## src/rtl/pcxrle_pkg.sv

```systemverilog
// ----------------------------------------------------------------------------
// pcxrle_pkg
// constants and types shared by the pcx run-length line encoder
// ----------------------------------------------------------------------------
`default_nettype none

package pcxrle_pkg;

  localparam int unsigned ByteW   = 8;
  localparam int unsigned RunW    = 6;
  localparam int unsigned SlotNum = 4;
  localparam int unsigned SlotW   = $clog2(SlotNum);
  localparam int unsigned CountW  = $clog2(SlotNum + 1);

  localparam logic [RunW-1:0]  RunCut     = 6'h3f;
  localparam logic [ByteW-1:0] PrefixMark = 8'hc0;

  typedef logic [ByteW-1:0] byte_t;
  typedef logic [RunW-1:0]  run_t;

  // prefix needed when the count exceeds one or the inverted byte has both top bits set
  function automatic logic needs_prefix(input byte_t inv, input run_t count);
    needs_prefix = ((inv & PrefixMark) == PrefixMark) || (count > run_t'(1));
  endfunction

  function automatic byte_t prefix_byte(input run_t count);
    prefix_byte = PrefixMark | {{(ByteW - RunW){1'b0}}, count};
  endfunction

endpackage

`default_nettype wire

```

## src/rtl/pcx_rle_line_encoder.sv

```systemverilog
// ----------------------------------------------------------------------------
// pcx_rle_line_encoder
// pcx run-length encoder for one scan line of raster bytes per frame
// ----------------------------------------------------------------------------
//  channel   dir  data                      flags
//  s_*       in   tdata[7:0] pixel_byte     tlast line_end
//  m_*       out  tdata[7:0] code_byte      tlast item_last, tuser line_done
//
//  a request that emits no code byte is taken back to back
//  a request that emits k code bytes (1 to 4) holds the input until they drain:
//  the one-byte output port drains a four-slot result register
//  the next request is taken in the cycle the last pending byte leaves
//  reset clears the run state and the result count (not the slot bytes), no clearing pass
//  output stalls hold m_tdata and flags and back up into s_tready
// ----------------------------------------------------------------------------
`default_nettype none

module pcx_rle_line_encoder (
  input  wire logic                    clk,
  input  wire logic                    rst,
  input  wire logic                    s_tvalid,
  output logic                         s_tready,
  input  wire pcxrle_pkg::byte_t       s_tdata,   // [7:0] pixel_byte
  input  wire logic                    s_tlast,
  output logic                         m_tvalid,
  input  wire logic                    m_tready,
  output pcxrle_pkg::byte_t            m_tdata,   // [7:0] code_byte
  output logic                         m_tlast,
  output logic                         m_tuser    // [0] line_done
);

  import pcxrle_pkg::*;

  byte_t held_byte;
  run_t  run_length;
  logic  line_active;

  byte_t             slot_byte [SlotNum];
  byte_t             slot_byte_next [SlotNum];
  logic [CountW-1:0] remain;
  logic [CountW-1:0] emit_count;
  logic [SlotW-1:0]  rd_ptr;
  logic              line_flag;

  byte_t held_next;
  run_t  run_next;
  run_t  run_inc;
  logic  active_next;

  byte_t a_byte, b_byte, a_inv, b_inv;
  run_t  a_count, b_count;
  logic  a_en, b_en;

  byte_t            cand_byte [SlotNum];
  logic             cand_en [SlotNum];
  logic [SlotW-1:0] cand_pos [SlotNum];

  logic s_acc, m_acc;

  assign s_tready = (remain == '0) || ((remain == CountW'(1)) && m_tready);
  assign s_acc    = s_tvalid && s_tready;
  assign m_acc    = m_tvalid && m_tready;

  assign m_tvalid = (remain != '0);
  assign m_tdata  = slot_byte[rd_ptr];
  assign m_tlast  = (remain == CountW'(1));
  assign m_tuser  = m_tlast && line_flag;

  // run bookkeeping for the incoming byte
  always_comb begin
    held_next   = held_byte;
    run_next    = run_length;
    active_next = line_active;
    run_inc     = run_length + run_t'(1);
    a_en        = 1'b0;
    a_byte      = held_byte;
    a_count     = run_length;
    b_en        = 1'b0;
    if (!line_active) begin
      held_next   = s_tdata;
      run_next    = run_t'(1);
      active_next = 1'b1;
    end else if (s_tdata == held_byte) begin
      if (run_inc == RunCut) begin
        a_en     = 1'b1;
        a_count  = RunCut;
        run_next = '0;
      end else begin
        run_next = run_inc;
      end
    end else begin
      a_en      = (run_length != '0);
      held_next = s_tdata;
      run_next  = run_t'(1);
    end
    b_byte  = held_next;
    b_count = run_next;
    if (s_tlast) begin
      b_en        = (run_next != '0);
      run_next    = '0;
      active_next = 1'b0;
    end
  end

  assign a_inv = ~a_byte;
  assign b_inv = ~b_byte;

  // candidate code bytes in order, then packed into the slots
  always_comb begin
    cand_byte[0] = prefix_byte(a_count);
    cand_en[0]   = a_en && needs_prefix(a_inv, a_count);
    cand_byte[1] = a_inv;
    cand_en[1]   = a_en;
    cand_byte[2] = prefix_byte(b_count);
    cand_en[2]   = b_en && needs_prefix(b_inv, b_count);
    cand_byte[3] = b_inv;
    cand_en[3]   = b_en;
  end

  always_comb begin
    cand_pos[0] = '0;
    for (int i = 1; i < SlotNum; i++) begin
      cand_pos[i] = cand_pos[i-1] + SlotW'(cand_en[i-1]);
    end
    emit_count = CountW'(cand_pos[SlotNum-1]) + CountW'(cand_en[SlotNum-1]);
    for (int i = 0; i < SlotNum; i++) begin
      slot_byte_next[i] = slot_byte[i];
    end
    for (int i = 0; i < SlotNum; i++) begin
      if (cand_en[i]) begin
        slot_byte_next[cand_pos[i]] = cand_byte[i];
      end
    end
  end

  always_ff @(posedge clk) begin
    if (rst) begin
      held_byte   <= '0;
      run_length  <= '0;
      line_active <= 1'b0;
      remain      <= '0;
      rd_ptr      <= '0;
      line_flag   <= 1'b0;
    end else begin
      if (s_acc) begin
        held_byte   <= held_next;
        run_length  <= run_next;
        line_active <= active_next;
        remain      <= emit_count;
        rd_ptr      <= '0;
        line_flag   <= s_tlast;
      end else if (m_acc) begin
        remain <= remain - CountW'(1);
        rd_ptr <= rd_ptr + SlotW'(1);
      end
    end
  end

  always_ff @(posedge clk) begin
    if (s_acc) begin
      for (int i = 0; i < SlotNum; i++) begin
        slot_byte[i] <= slot_byte_next[i];
      end
    end
  end

  a_remain_range: assert property (@(posedge clk) disable iff (rst)
    remain <= CountW'(SlotNum))
    else $error("result count out of range");

  a_line_end_emits: assert property (@(posedge clk) disable iff (rst)
    s_acc && s_tlast |=> m_tvalid)
    else $error("line end produced no code byte");

  a_line_closes: assert property (@(posedge clk) disable iff (rst)
    s_acc && s_tlast |=> !line_active && (run_length == '0))
    else $error("line still open after line end");

  a_done_on_last: assert property (@(posedge clk) disable iff (rst)
    m_tvalid && m_tuser |-> m_tlast)
    else $error("line done away from final byte");

  a_run_below_cut: assert property (@(posedge clk) disable iff (rst)
    run_length != RunCut)
    else $error("open run reached the cut length");

endmodule

`default_nettype wire
```

## config.mk

```make
export PLATFORM = sky130hd
export DESIGN_NAME = pcx_rle_line_encoder
export DESIGN_NICKNAME = d
export VERILOG_FILES = /design/src/rtl/pcxrle_pkg.sv /design/src/rtl/pcx_rle_line_encoder.sv
export SDC_FILE = /design/constraint.sdc
export NUM_CORES = 1
export LEC_CHECK = 0
export BUFFER_PORTS_ARGS = -buffer_cell sky130_fd_sc_hd__buf_2
export CORE_ASPECT_RATIO = 1.1
export CORE_MARGIN = 8
export CORE_UTILIZATION = 55
export CTS_BUF_LIST = sky130_fd_sc_hd__clkbuf_4
export DETAILED_ROUTE_END_ITERATION = 6
export PLACE_DENSITY = 0.77
export SLEW_MARGIN = 10
export SYNTH_ARGS = -nofsm -noshare
export SYNTH_HDL_FRONTEND = slang
export SYNTH_SLANG_ARGS = --single-unit
```

## constraint.sdc

```tcl
create_clock -name clk -period 3.7 [get_ports clk]
set_input_delay 1.11 -clock clk [delete_from_list [all_inputs] [get_ports clk]]
set_output_delay 1.11 -clock clk [all_outputs]
set_load 0.02 [all_outputs]
```

======== Word level (Yosys, flattened, before mapping) ========
Memories as Yosys holds them, arrays and structs flattened. A register that Yosys moved wholly into a read port is not among the register bits.
Index checks and enable logic that the tools add are counted.
operators by class
  add/sub/neg operators ................... 6
  multipliers ............................. 0
  divide/modulo/power cells ............... 0
  $lt $le $gt $ge ......................... 8
  equality and inequality tests ........... 5
  shifts and indexed selects .............. 0
  multiplexer cells ....................... 33
  bitwise logic cells ..................... 5
  reductions and logical operators ........ 18
operators with widths
  cell                                                                   count
  32-bit bitwise mux                                                     3
  32-bit two-way mux                                                     3
  8-bit demux with 2-bit select                                          3
  8-bit two-way mux                                                      6
  6-bit two-way mux                                                      7
  8-bit NOT                                                              2
  6-bit by 1-bit > comparator with 1-bit output, second input constant   2
  6-bit nonzero test                                                     2
  3-bit >= comparator, second input constant                             3
  1-bit logical AND                                                      9
  3-bit by 1-bit < comparator with 1-bit output, second input constant   3
  8-bit equality test                                                    1
  1-bit two-way mux                                                      7
  6-bit by 1-bit adder with 6-bit output, second input constant          1
  6-bit equality test, second input constant                             1
  3-bit two-way mux                                                      2
  2-bit NOT with 3-bit output                                            2
  2-bit equality test, second input constant                             2
  2-bit two-way mux                                                      2
  2-bit by 1-bit adder with 3-bit output                                 1
  3-bit by 1-bit equality test with 1-bit output, second input constant  1
  3-bit logical NOT                                                      1
  1-bit logical OR                                                       3
  1-bit NOT with 3-bit output                                            1
  other kinds (7)                                                        7
word-level totals
  bits in registers ....................... 21
  bits in latches ......................... 0
  RAM bits ................................ 32
  memory bits (read-only) ................. 0
  input port bits ......................... 13
  output and inout port bits .............. 12
  word-level logic and storage cells ...... 82
  memories kept ........................... 1
memory list
  memory     depth  bits a word  read ports  clocked after memory_dff  wr ports  RTL line                    source
  slot_byte  4      8            5           1                         4         pcx_rle_line_encoder.sv:38  byte_t slot_byte [SlotNum];

======== Depth between registers and ports, before layout ========
  word-level depth ........................ 19
  depth in mapped cells ................... 17
  depth with buffers taken out ............ 17

======== Least setup slack after synthesis ========
No wires, ideal clock.
  path kind ............................... input port to flip-flop
  start point ............................. in s_tdata[7]
  end point ............................... mem slot_byte[0][2] (netlist name), data pin
  library setup time ...................... 0.264 ns
  data arrival time ....................... 3.675 ns
  data required time ...................... 3.436 ns
  slack ................................... -0.239 ns
  stages on the path ...................... 14
  buffers on the path ..................... 2
  cells stage by stage .................... clkbuf_1 > xor2_1 > nor4_1 > nand4_1 > and3_1 > nor2_4 > inv_4 > ha_1 > inv_1 > nand3_1 > a211oi_2 > buf_2 > nand2_1 > o41a_1
RTL lines
  item             RTL line                    source
  start, declared  pcx_rle_line_encoder.sv:23  input wire pcxrle_pkg::byte_t s_tdata,
  end, declared    pcx_rle_line_encoder.sv:38

==> impl_results.md <==
- Commonest non-fill, non-tap cell in the layout: nand2_1
- CTS root buffer: clkbuf_4
- Critical Path Start: s_tdata[4]
- Vias in the first global route: 2733
- Die Footprint: 8747 um^2
- CP max-delay cell: nor4_2
- Layout cell share with drive strength beyond 1: 23.76%
- Final Hold Slack: 473.5 ps
- Setup bufs post-CTS: 0
- Kind of start point of the critical path: primary input
- Antenna diode count: 0
- Net Sw Power: 0.0009002 W
- Gate Count Post-Synth: 335
- Cell family with most CP delay: simple AND/OR/NAND/NOR gates
- Final setup skew: 16.22 ps
- Overflow left after global routing: 0
- Sequential cell area fraction in the yosys report: 43.01%
- Status: completed
- RSZ-0062 raised after global routing: false
- CP Depth: 14
- Worst VDD drop: 0.6883 mV
- Clock share of power: 11.8%
- Max Clock Freq: 0.2966 GHz
- CP max FO: 5
- Worst setup path end: slot_byte[1][1]
- WP data arrival: 3500 ps
- Routability congestion estimate: 0.9298
- Main synth FF type: edfxtp_1
- Number of core rows: 29
- Mean Syn Cell Area: 9.864 um^2
- Worst setup margin: 328.5 ps
- # hold bufs at CTS: 0
- Final Hold Viols: 0
- Reg2reg end: slot_byte[0][3]
- CORE AREA: 5806 um^2
- Die W: 89.91 um
- R2R depth: 12
- Die height: 97.30 um
- Post-synth EDFFs: 32
- Final Routed Wirelength: 8.167 mm
- Non-filler instance count after layout: 460
- Initial Util: 56.92%
- Area of the mapped netlist: 3304 um^2
- Tot GR Track Use: 18.47%
- Initial antenna violation count: 0
- Tcrit/Tclk final: 91.12%
- MaxCap Viol Count: 0
- # DRC: 0
- Max Slew Vio Count: 0
- Count of input and output buffers: 24
- Post-CTS resize count: 0
- Crit path cell chain: buf_2 -> xor2_1 -> nor4_2 -> nand3_1 -> nor3_2 -> nor2_4 -> inv_4 -> ha_2 -> inv_1 -> a21oi_1 -> buf_4 -> o211ai_2 -> o21ai_1 -> o22ai_1
- Logic pwr share: 42.3%
- CTS max path bufs: 2
- Share of flip-flops with an asynchronous set or reset: 0%
- R2r setup slk: 430 ps
- Routed vias: 2819
- Clock transition at path regs: 150 ps
- Switch share: 39.09%
- H-tree depth: 2
- Post-synth top area share: 29.08%
- Yosys warns: 0
- Routed len/inst: 17.75 um
- CP max stage delay: 430 ps
- DP Cell Count: 452
- Crit path capture type: flip-flop
- Final min period: 3371 ps
- Clock sink total: 55
- Clock latency at the later pin of the worst-skew pair: 390 ps
- Post-synth top area cell: edfxtp_1
- # IOs: 25
- Post-Place Worst Slack: -35.06 ps
- Lkg Pwr: 1.555 nW
- Seq cells post-synth: 55
- Worst r2r src: run_length[0]
- Critical path buffer and inverter count: 4
- Cts bufs inserted: 5
- Pwr Density: 610.3 nW/um^2
- Area Growth Syn to Fin: 14.20%
- Library cells used by synthesis: 59
- HP Class: reg -> reg
- Worst Max-Slew Pin Slew: 567.7 ps
- CTS tree: yes
- Antenna Nets Post-Route: 0
- First-pass GRT wire length: 13.48 mm
- HPWL Detailed: 6.154 mm
- Drt pass-1 iters: 5
- WS Path Type: in -> reg
- Reg power frac: 45.9%
- Setup violations, final: 0
- Total power: 0.002303 W
- Largest net degree at the start of global routing: 28
- Relative slew slack: 61.98%
- Via/cell ratio: 6.128
- Int Pwr: 0.001403 W
- Net count, final: 404
- DR iter-0 viols: 208
- Commonest non-fill, non-tap cells in the layout: 35 x nand2_1, 32 x edfxtp_1, 31 x buf_4
- Synth area leaders: edfxtp_1 29%, dfxtp_1 14%, mux4_2 5.5%
- Post-Syn Nets: 357
- Req. time, crit path: 3830 ps
## synth_stat cells, drive strengths merged, types with 2 or more instances
cell / n
a21oi: 26
nand2b: 3
a22oi: 9
nor3: 10
nand2: 35
inv: 20
clkbuf: 10
or3: 2
o211ai: 2
edfxtp: 32
nand4: 3
nor2b: 3
o31ai: 4
xnor2: 3
a31oi: 5
o22ai: 9
mux4: 8
and2: 2
nor3b: 3
buf: 5
and3: 5
xor2: 12
nand3b: 3
nor2: 26
o21a: 2
o2bb2ai: 5
ha: 9
a2bb2oi: 4
nor4: 5
a211oi: 5
o21ai: 9
o41a: 2
dfxtp: 23
mux2i: 10
nand3: 7
## how the worst min path moves through the flow
| stage | start | end | cells after the start |
|---|---|---|---|
| after floorplan | line_flag | line_flag | 2 |
| after CTS | line_flag | line_flag | 2 |
| final | line_flag | line_flag | 2 |
| after global routing | line_flag | line_flag | 2 |
| after global placement | line_flag | line_flag | 2 |
| after detailed placement | line_flag | line_flag | 2 |
## final cells by class
type / instances / area (um^2)
inverter: 21 / 81.33
multi-input combinational: 244 / 1764
clock buffer: 6 / 45.04
timing repair buffer: 55 / 352.8
fill: 502 / 2032
tap: 77 / 96.34
sequential: 55 / 1421
clock inverter: 2 / 12.51
## through the flow
step           setup TNS, ps  util, %  instance area, um^2
2_1_floorplan              0        -                 3333
3_3_place_gp               0    64.01                 3716
3_5_place_dp          -96.21    64.01                 3716
4_1_cts                    0    65.00                 3774
5_1_grt                    0    65.00                 3774
6_report                   0    65.00                 3774
## flip-flops by register name, indices dropped and copies added (netlist names), named ones only
signal and cells:
a_byte 8, line_active 1, line_flag 1, rd_ptr 2
remain 3, run_length 6, slot_byte 32
## power groups by stage
stage	Sequential (W)	Combinational, W	Clock [W]
after detailed placement	0.00107	0.000972	0
after global placement	0.00106	0.000948	0
after CTS	0.00105	0.000976	0.000278
final	0.00106	0.000974	0.000272
after global routing	0.00108	0.00106	0.000299
after floorplan	0.00101	0.000727	0
## layer usage
layer	wire [um]	vias to the layer above	GRT usage, %
met5	0	-	0
met4	169	0	6.667
met3	449	19	3.864
met2	3897	101	30.10
met1	3650	1360	23.50
li1	-	1339	-
## logic make-up (layout without fill, tap and decap cells)
logic type                 after synthesis  in the layout  share of synthesized area (%)
and+or+nand+nor                        111            111                          17.27
AOI/OAI and AO/OA                       90             90                          19.20
DFF                                     55             55                          43.01
buffers and inverters                   36             84                          4.316
muxes                                   19             19                          8.822
xor gates and xnor gates                15             15                          3.976
adders and majority gates                9              9                          3.408
## tightest hold or removal path, stage by stage, from the launching register on
cell     delay [ps]
dfxtp_1         340
nand2_1          50
a21oi_1          60
(Power assumes the default switching activity.)
